## src/rtl/plwm_pkg.sv

```systemverilog
// Package for the port load window monitor: item structs, result action codes,
// controller states, register indexes and reset values.
// No dependencies; the monitor and the testbench import it.
package plwm_pkg;

    localparam int SAMPLE_W    = 27;
    localparam int WIN_LEN_W   = 5;
    localparam int THR_W       = 27;
    localparam int CFG_IDX_W   = 1;
    localparam int CFG_DATA_W  = 27;
    localparam int SUM_OUT_W   = 31;
    localparam int COUNT_OUT_W = 5;

    localparam logic [CFG_IDX_W-1:0] REG_WINDOW_LEN = 1'd0;
    localparam logic [CFG_IDX_W-1:0] REG_THRESHOLD  = 1'd1;

    localparam logic [WIN_LEN_W-1:0] WINDOW_LEN_RST = 5'd15;
    localparam logic [THR_W-1:0]     THRESHOLD_RST  = 27'd1200000;

    typedef enum logic [2:0] {
        ACT_NONE     = 3'd0,
        ACT_WAIT     = 3'd1,
        ACT_LOAD     = 3'd2,
        ACT_DISABLE  = 3'd3,
        ACT_REDETECT = 3'd4
    } t_action;

    typedef enum logic [2:0] {
        ST_CLEAR,
        ST_IDLE,
        ST_WRITE,
        ST_READ,
        ST_FLUSH,
        ST_DONE
    } t_state;

    typedef struct packed {
        logic        port_enabled;
        logic [2:0]  port_index;
        logic [15:0] voltage_mv;
        logic [10:0] current_ma;
    } t_in_item;

    typedef struct packed {
        t_action                action;
        logic [2:0]             result_port;
        logic [SUM_OUT_W-1:0]   window_sum;
        logic [COUNT_OUT_W-1:0] sample_count;
    } t_out_item;

endpackage

```

## src/rtl/plwm_ram.sv

```systemverilog
// Generic simple dual-port RAM: one write port, one read port with registered data.
// Standalone; used for the per-port sample rings of the load window monitor.
module plwm_ram #(
    parameter int WIDTH = 27,
    parameter int DEPTH = 128
) (
    input  logic                     i_clk,
    input  logic                     i_we,
    input  logic [$clog2(DEPTH)-1:0] i_waddr,
    input  logic [WIDTH-1:0]         i_wdata,
    input  logic                     i_re,
    input  logic [$clog2(DEPTH)-1:0] i_raddr,
    output logic [WIDTH-1:0]         o_rdata
);

    logic [WIDTH-1:0] r_mem [DEPTH];
    logic [WIDTH-1:0] r_rdata;

    always_ff @(posedge i_clk) begin
        if (i_we) begin
            r_mem[i_waddr] <= i_wdata;
        end
        if (i_re) begin
            r_rdata <= r_mem[i_raddr];
        end
    end

    assign o_rdata = r_rdata;

endmodule

```

## src/rtl/poe_port_load_window_monitor.sv

```systemverilog
// Load window monitor for the ports of a PoE power source (top level).
// Depends on plwm_pkg and plwm_ram.
// Throughput: one item at a time; no new item is taken until the last result is registered.
// An enabled port writes the sample, does one RAM read per window entry, flushes the pipeline
// and decides; a disabled port skips reads and flush, an out-of-range port the write as well.
// The single RAM read port sets the summation time. Reset: synchronous, active low. After reset
// the ring RAM is swept to zero, one entry per cycle, and no item is taken until it is done.
module poe_port_load_window_monitor #(
    parameter int NUM_PORTS  = 8,
    parameter int MAX_WINDOW = 16
) (
    input  logic                            i_clk,
    input  logic                            i_rst_n,
    input  logic                            i_in_valid,
    output logic                            o_in_stall,
    input  plwm_pkg::t_in_item              i_in_data,
    output logic                            o_out_valid,
    input  logic                            i_out_stall,
    output plwm_pkg::t_out_item             o_out_data,
    input  logic                            i_cfg_we,
    input  logic [plwm_pkg::CFG_IDX_W-1:0]  i_cfg_idx,
    input  logic [plwm_pkg::CFG_DATA_W-1:0] i_cfg_data
);

    import plwm_pkg::*;

    localparam int DEPTH = NUM_PORTS * MAX_WINDOW;
    localparam int AW    = $clog2(DEPTH);
    localparam int PW    = $clog2(MAX_WINDOW);
    localparam int CW    = $clog2(MAX_WINDOW + 1);
    localparam int XW    = (CW > WIN_LEN_W) ? CW : WIN_LEN_W;
    localparam int PIW   = (NUM_PORTS > 1) ? $clog2(NUM_PORTS) : 1;
    localparam int SW    = SAMPLE_W + CW;
    localparam int LW    = THR_W + CW;

    // Configuration registers.
    logic [WIN_LEN_W-1:0] r_window_len;
    logic [THR_W-1:0]     r_thr;

    // Per-port ring state.
    logic [PW-1:0]        r_wpos [NUM_PORTS];
    logic [NUM_PORTS-1:0] r_wrapped;
    logic [NUM_PORTS-1:0] r_seen;

    // Controller.
    t_state r_state, n_state;
    logic [AW-1:0] r_clr_addr;

    // Item context.
    logic                r_en;
    logic                r_skip;
    logic [2:0]          r_port;
    logic [PIW-1:0]      r_pidx;
    logic [AW-1:0]       r_base;
    logic [PW-1:0]       r_pos;
    logic                r_wrap_old;
    logic                r_seen_old;
    logic [CW-1:0]       r_len;
    logic [CW-1:0]       r_count;
    logic [SAMPLE_W-1:0] r_sample;
    logic [LW-1:0]       r_limit;
    logic [SW-1:0]       r_sum;
    logic [CW-1:0]       r_idx;
    logic                r_acc_vld;

    // Output register.
    logic      r_out_valid;
    t_out_item r_out_data;

    // Control from the state machine.
    logic in_ready;
    logic clr_we;
    logic smp_we;
    logic rd_en;
    logic done;

    logic                 in_fire;
    logic                 out_free;
    logic                 in_range;
    logic [PIW+2:0]       port_x;
    logic [PIW-1:0]       in_pidx;
    logic [XW-1:0]        len_x;
    logic [CW-1:0]        eff_len;
    logic [PW:0]          next_pos;
    logic                 wrap;
    logic [PW-1:0]        new_pos;
    logic                 below;
    t_action              action;
    logic [AW-1:0]        ram_waddr;
    logic [SAMPLE_W-1:0]  ram_wdata;
    logic [AW-1:0]        ram_raddr;
    logic [SAMPLE_W-1:0]  ram_rdata;
    logic [SW+SUM_OUT_W-1:0]  sum_x;
    logic [CW+COUNT_OUT_W-1:0] cnt_x;

    assign in_fire  = i_in_valid && in_ready;
    assign out_free = !r_out_valid || !i_out_stall;
    assign in_range = (32'(i_in_data.port_index) < 32'(NUM_PORTS));
    assign port_x   = (PIW + 3)'(i_in_data.port_index);
    assign in_pidx  = port_x[PIW-1:0];

    // A window length of zero counts as one; lengths above the ring size are clamped.
    always_comb begin
        len_x = XW'(r_window_len);
        if (r_window_len == '0) begin
            eff_len = CW'(1);
        end else if (len_x > XW'(MAX_WINDOW)) begin
            eff_len = CW'(MAX_WINDOW);
        end else begin
            eff_len = CW'(len_x);
        end
    end

    assign next_pos = (PW + 1)'(r_pos) + (PW + 1)'(1);
    assign wrap     = (32'(next_pos) >= 32'(r_len));
    assign new_pos  = wrap ? '0 : next_pos[PW-1:0];
    assign below    = (r_sum < r_limit);

    always_comb begin
        if (r_skip) begin
            action = ACT_NONE;
        end else if (r_en) begin
            if (below && r_wrap_old && r_seen_old) begin
                action = ACT_DISABLE;
            end else if (!below) begin
                action = ACT_LOAD;
            end else begin
                action = ACT_WAIT;
            end
        end else begin
            action = wrap ? ACT_REDETECT : ACT_NONE;
        end
    end

    // Next state.
    always_comb begin
        n_state = r_state;
        unique case (r_state)
            ST_CLEAR: begin
                if (32'(r_clr_addr) == DEPTH - 1) begin
                    n_state = ST_IDLE;
                end
            end
            ST_IDLE: begin
                if (i_in_valid) begin
                    n_state = in_range ? ST_WRITE : ST_DONE;
                end
            end
            ST_WRITE: begin
                n_state = r_en ? ST_READ : ST_DONE;
            end
            ST_READ: begin
                if (r_idx == r_len - CW'(1)) begin
                    n_state = ST_FLUSH;
                end
            end
            ST_FLUSH: begin
                n_state = ST_DONE;
            end
            ST_DONE: begin
                if (out_free) begin
                    n_state = ST_IDLE;
                end
            end
            default: begin
                n_state = ST_CLEAR;
            end
        endcase
    end

    // State machine outputs.
    always_comb begin
        in_ready = 1'b0;
        clr_we   = 1'b0;
        smp_we   = 1'b0;
        rd_en    = 1'b0;
        done     = 1'b0;
        unique case (r_state)
            ST_CLEAR: clr_we   = 1'b1;
            ST_IDLE:  in_ready = 1'b1;
            ST_WRITE: smp_we   = 1'b1;
            ST_READ:  rd_en    = 1'b1;
            ST_FLUSH: ;
            ST_DONE:  done     = out_free;
            default: ;
        endcase
    end

    assign o_in_stall = !in_ready;

    always_ff @(posedge i_clk) begin
        if (!i_rst_n) begin
            r_state    <= ST_CLEAR;
            r_clr_addr <= '0;
        end else begin
            r_state <= n_state;
            if (clr_we) begin
                r_clr_addr <= r_clr_addr + AW'(1);
            end
        end
    end

    always_ff @(posedge i_clk) begin
        if (!i_rst_n) begin
            r_window_len <= WINDOW_LEN_RST;
            r_thr        <= THRESHOLD_RST;
        end else if (i_cfg_we) begin
            unique case (i_cfg_idx)
                REG_WINDOW_LEN: r_window_len <= i_cfg_data[WIN_LEN_W-1:0];
                REG_THRESHOLD:  r_thr        <= i_cfg_data[THR_W-1:0];
                default: ;
            endcase
        end
    end

    // Per-port ring position and flags, updated when the item's result is handed over.
    always_ff @(posedge i_clk) begin
        if (!i_rst_n) begin
            for (int p = 0; p < NUM_PORTS; p++) begin
                r_wpos[p] <= '0;
            end
            r_wrapped <= '0;
            r_seen    <= '0;
        end else if (done && !r_skip) begin
            r_wpos[r_pidx] <= new_pos;
            if (wrap) begin
                r_wrapped[r_pidx] <= r_en;
            end
            if (action == ACT_LOAD) begin
                r_seen[r_pidx] <= 1'b1;
            end
        end
    end

    // Item datapath.
    always_ff @(posedge i_clk) begin
        if (in_fire) begin
            r_en       <= i_in_data.port_enabled;
            r_skip     <= !in_range;
            r_port     <= i_in_data.port_index;
            r_pidx     <= in_pidx;
            r_base     <= AW'(32'(in_pidx) * MAX_WINDOW);
            r_pos      <= r_wpos[in_pidx];
            r_wrap_old <= r_wrapped[in_pidx];
            r_seen_old <= r_seen[in_pidx];
            r_len      <= eff_len;
            r_count    <= r_wrapped[in_pidx] ? eff_len
                                             : CW'((PW + 1)'(r_wpos[in_pidx]) + (PW + 1)'(1));
            r_sample   <= SAMPLE_W'(i_in_data.voltage_mv) * SAMPLE_W'(i_in_data.current_ma);
            r_sum      <= '0;
            r_limit    <= '0;
        end
        if (smp_we) begin
            r_limit <= LW'(r_thr) * LW'(r_count);
            r_idx   <= '0;
        end
        if (rd_en) begin
            r_idx <= r_idx + CW'(1);
        end
        // Read data arrives in the cycle after its address was issued.
        if (r_acc_vld) begin
            r_sum <= r_sum + SW'(ram_rdata);
        end
    end

    always_ff @(posedge i_clk) begin
        if (!i_rst_n) begin
            r_acc_vld <= 1'b0;
        end else begin
            r_acc_vld <= rd_en;
        end
    end

    assign ram_waddr = clr_we ? r_clr_addr : r_base + AW'(r_pos);
    assign ram_wdata = clr_we ? '0 : r_sample;
    assign ram_raddr = r_base + AW'(r_idx);

    plwm_ram #(
        .WIDTH (SAMPLE_W),
        .DEPTH (DEPTH)
    ) u_ring_ram (
        .i_clk   (i_clk),
        .i_we    (clr_we || smp_we),
        .i_waddr (ram_waddr),
        .i_wdata (ram_wdata),
        .i_re    (rd_en),
        .i_raddr (ram_raddr),
        .o_rdata (ram_rdata)
    );

    assign sum_x = (SW + SUM_OUT_W)'(r_sum);
    assign cnt_x = (CW + COUNT_OUT_W)'(r_count);

    always_ff @(posedge i_clk) begin
        if (!i_rst_n) begin
            r_out_valid <= 1'b0;
        end else if (done) begin
            r_out_valid <= 1'b1;
        end else if (!i_out_stall) begin
            r_out_valid <= 1'b0;
        end
    end

    always_ff @(posedge i_clk) begin
        if (done) begin
            r_out_data.action      <= action;
            r_out_data.result_port <= r_port;
            if (r_en && !r_skip) begin
                r_out_data.window_sum   <= sum_x[SUM_OUT_W-1:0];
                r_out_data.sample_count <= cnt_x[COUNT_OUT_W-1:0];
            end else begin
                r_out_data.window_sum   <= '0;
                r_out_data.sample_count <= '0;
            end
        end
    end

    assign o_out_valid = r_out_valid;
    assign o_out_data  = r_out_data;

endmodule

```

## config.mk

```make
export PLATFORM = sky130hd
export DESIGN_NAME = poe_port_load_window_monitor
export DESIGN_NICKNAME = d
export VERILOG_FILES = /design/src/rtl/plwm_pkg.sv /design/src/rtl/plwm_ram.sv /design/src/rtl/poe_port_load_window_monitor.sv
export SDC_FILE = /design/constraint.sdc
export NUM_CORES = 2
export LEC_CHECK = 0
export BUFFER_PORTS_ARGS = -buffer_cell sky130_fd_sc_hd__clkbuf_2
export CAP_MARGIN = 20
export CORE_MARGIN = 8
export CORE_UTILIZATION = 42
export CTS_CLUSTER_DIAMETER = 50
export DETAILED_ROUTE_END_ITERATION = 10
export HOLD_SLACK_MARGIN = 0.08
export PLACE_DENSITY_LB_ADDON = 0.3
export SYNTH_ARGS = -nofsm -noshare
export SYNTH_HDL_FRONTEND = slang
export SYNTH_SLANG_ARGS = --single-unit
```

## constraint.sdc

```tcl
create_clock -name i_clk -period 13.98 [get_ports i_clk]
set_input_delay 2.796 -clock i_clk [delete_from_list [all_inputs] [get_ports i_clk]]
set_output_delay 2.796 -clock i_clk [all_outputs]
set_load 0.01 [all_outputs]
```

==> results.md <==
* Most frequent cell on the critical path: fa_1
* CP bufs+invs at 5
* Unrepaired setup endpoints after global routing: no
* Post-DP HPWL at 223000 um
* CP max FO at 16
* DRT iter0 DRCs at 8847
* Clock skew at 0.0557 ns
* Leakage power at 57.8 nW
* Worst endpoint required time at 14.66 ns
* Slowest-stage cell, CP: a221oi_1
* # rows at 222
* CTS H-Tree Depth at 5
* Most used flip-flop cell after synthesis: edfxtp_1
* Post-CTS sizing at 0
* Worst-path clk slew at 0.06 ns
* Clk buf depth at 4
* Top-area cell type share of the netlist area at 71.5%
* Vias at 75781
* Post-CTS Setup Repair Bufs at 0
* Peak supply drop at 0.106 mV
* Hold_sp: r_seen[3]$_SDFFE_PN0P_
* CP cell instances: clkbuf_2 -> and2_1 -> fa_1 -> inv_1 -> fa_1 -> inv_1 -> fa_1 -> fa_1 -> inv_1 -> fa_1 -> inv_1 -> ha_1 -> a21oi_1 -> nand2_1 -> o21ai_0 -> o21ai_0 -> a221oi_1 -> o22ai_1 -> a311o_1
* Largest net degree at the start of global routing at 128
* Core footprint at 366000 um^2
* Post-synth EDFFs at 3673
* CP Data Arrival Time at 8.34 ns
* GR Overflow Total at 0
* Fraction of layout cells with a size suffix above 1 at 27.0%
* Fin Setup TNS at 0 ns
* Final WL at 392000 um
* DR WL/cell at 30.2 um
* Fin. Hold Viols at 0
* Slew margin rel. at 21.9%
* PortBufs at 107
* Reg-to-reg slack, setup at 7.98 ns
* Starting Density at 42.2%
* Synth warn at 0
* Fin. max-slew vios at 0
* Kind of critical path: input pin to flip-flop
* Hold depth at 2
* Die span in x at 622 um
* Post-Syn Nets at 7912
* Crit-path max cell delay at 0.55 ns
* CTS Hold Bufs at 0
* DIE HEIGHT at 622 um
* #FFs+latches synth at 3733
* Vias/cell at 5.84
* Nets@finish at 8272
* Wire length of the first global-routing pass at 563000 um
* Final setup violation count at 0
* Syn Area/Cell at 20.6 um^2
* Worst-Margin Slew at 1.17 ns
* Synth area leaders: edfxtp_1, mux4_2, fa_1
* CTS sink cnt at 3733
* TritonCTS clock tree: built
* Post-Synthesis Cell Area at 154000 um^2
* CP Capture Type: flip-flop
* Synth Instances at 7472
* Die area at 387000 um^2
* Yosys cell types at 65
* Vias in the first global route at 78300
* Max-cap violations at 0
* Crit path time final at 7.66 ns
* Worst Reg2Reg Path Length in Cells at 8
* Final design utilization at 47.9%
* Final Power at 24.0 mW
* Pwr dens at 137 nW/um^2
* Register area share after synthesis at 72.3%
* Design Area, Final at 175000 um^2
* Detailed Routing Iterations Pass 1 at 5
* Startpoint types: input pin
* GRT Resource Usage Total at 19.8%
* Post-synth ARST share at 0%
* Clock root cell: clkbuf_16
* Residual DRC at 0
* CTS buffer count at 386
* Max Fclk at 0.131 GHz
* Reg2Reg Capture Point: u_ring_ram.o_rdata[18]$_DFFE_PP_
* GPL Wtd Cong at 0.827
* Tcrit/Tclk final at 54.8%
* Fill count at 29555
* Setup ws final at 6.32 ns
* Worst path top cell family by delay: adder cells
* Biggest area consumer among synthesized cells: edfxtp_1
* I/O pin count at 108
* Syn-to-layout area delta at 13.6%
* Hold crit path type: flip-flop to flip-flop
* Hold path endpoint: r_seen[3]$_SDFFE_PN0P_
* Crit Reg-Reg Startpoint: r_idx[1]$_SDFFCE_PN0P_
* Antenna-violating nets left at 0
* Placement-stage cell area at 162000 um^2
* Worst slack, placed at 5.28 ns
* Initial antenna violation count at 19
* Status: finished, final reports clean
* Clk_lat worst skew at 0.96 ns
==> worst max path at each step <==
stage | end | slack, ns | cells past startpoint | start
after floorplan | r_sample[26]$_DFFE_PP_ | 6.09 | 19 | i_in_data[2]
after global placement | r_sample[25]$_DFFE_PP_ | 5.28 | 19 | i_in_data[5]
after detailed placement | r_sample[25]$_DFFE_PP_ | 5.28 | 19 | i_in_data[5]
after CTS | r_sample[25]$_DFFE_PP_ | 6.31 | 19 | i_in_data[5]
after global routing | r_sample[25]$_DFFE_PP_ | 5.94 | 19 | i_in_data[5]
final | r_sample[25]$_DFFE_PP_ | 6.32 | 19 | i_in_data[5]
==> through the flow <==
step	hold WS [ns]	instances
after floorplan	0.415	7472
after global placement	0.428	12251
after detailed placement	0.440	12256
after CTS	0.454	12960
after global routing	0.481	12965
final	0.452	12968
==> registers in the layout (all words and copies together) (netlist names), 3 cells and up <==
name,count
r_wpos,32
r_base,3
r_count,5
u_ring_ram.o_rdata,27
r_idx,5
r_seen,8
u_ring_ram.r_mem,3456
r_state,3
r_clr_addr,7
r_sample,27
len_x,5
r_wrapped,8
r_limit,32
r_len,5
r_thr,27
r_sum,32
r_pos,4
o_out_data,42
==> cells in the final DEF, fill, tap and decap left out, drive strengths merged, types with 6 or more instances in the layout <==
cell      synthesis  final
nand3            45     45
nand4            19     19
bufinv            0     43
nor3             18     18
o22ai             6      6
o211ai           12     12
mux2              7      7
a32o             25     25
o21a             10     10
xnor2            55     55
and2            235    235
dfxtp            60     60
and3             12     12
ha              175    175
a21boi           27     27
o21ai            55     55
fa              201    201
or3               6      6
a221oi           28     28
inv             264    294
edfxtp         3673   3673
nand3b           12     12
xor2             38     38
a21oi            86     86
a21o             51     51
nor2            262    262
clkinv            1    155
nand2           403    403
mux2i            81     81
nand2b           26     26
mux4           1094   1094
nor2b            22     22
o31ai            13     13
clkbuf          234    564
buf             134    232
clkinvlp          0     21
o21bai           11     11
a31oi            11     11
==> cell type report <==
| cell class | instances | area, um^2 | share of cell area [%] |
|---|---|---|---|
| well taps | 4816 | 6030 | 3.44 |
| diodes | 4 | 10.0 | 0.00571 |
| flip-flops and latches | 3733 | 111000 | 63.7 |
| multi-input cells | 3106 | 41300 | 23.6 |
| clock inverters | 248 | 2680 | 1.53 |
| inverters | 265 | 1000 | 0.572 |
| repair buffers | 340 | 2540 | 1.45 |
| clock buffers | 456 | 10100 | 5.76 |
==> synth_stat cells (6+ instances only) <==
cell,n
clkbuf_1,234
nand2b_1,26
ha_1,175
inv_1,263
mux2_2,7
a32o_1,25
a21oi_1,86
nand2_1,403
nor3_1,18
xor2_1,38
o21a_1,10
a31oi_1,11
nor2b_1,22
xnor2_1,55
edfxtp_1,3673
fa_1,201
a221oi_1,28
and2_1,235
o21bai_1,11
nor2_1,262
o22ai_1,6
a21o_1,51
o21ai_0,55
and3_1,12
nand3_1,45
or3_1,6
mux4_2,1094
o211ai_1,12
buf_1,30
mux2i_1,81
nand3b_1,12
o31ai_1,13
buf_2,99
dfxtp_1,60
a21boi_0,27
nand4_1,19
==> worst min-delay path: stages, from the launching register on <==
cell and delay, ns:
dfxtp_1 0.32, nand2_1 0.04, o21ai_0 0.06
==> logic make-up after synthesis <==
family,synth area share [%]
flops,72.3
mux,16.6
simple gates,3.26
buf+inv,1.63
compound gates,1.70
fa+ha+maj,4.03
xor+xnor,0.528
==> routing by layer <==
metal	vias up	GRT usage [%]	part of all wire [%]
met1	40941	27.3	40
li1	31073	-	-
met3	521	3.47	8.2
met5	-	0	0.0033
met2	3244	32.9	49
met4	2	5.01	2.6
==> report_power, final <==
part | leakage (nW) | switching [mW] | internal (mW)
logic | 17.7 | 0.837 | 0.596
registers | 33.9 | 0.0181 | 12.2
clock network | 6.19 | 4.34 | 5.99
total | 57.8 | 5.20 | 18.8
No activity file was read; power rests on OpenSTA's default activity.
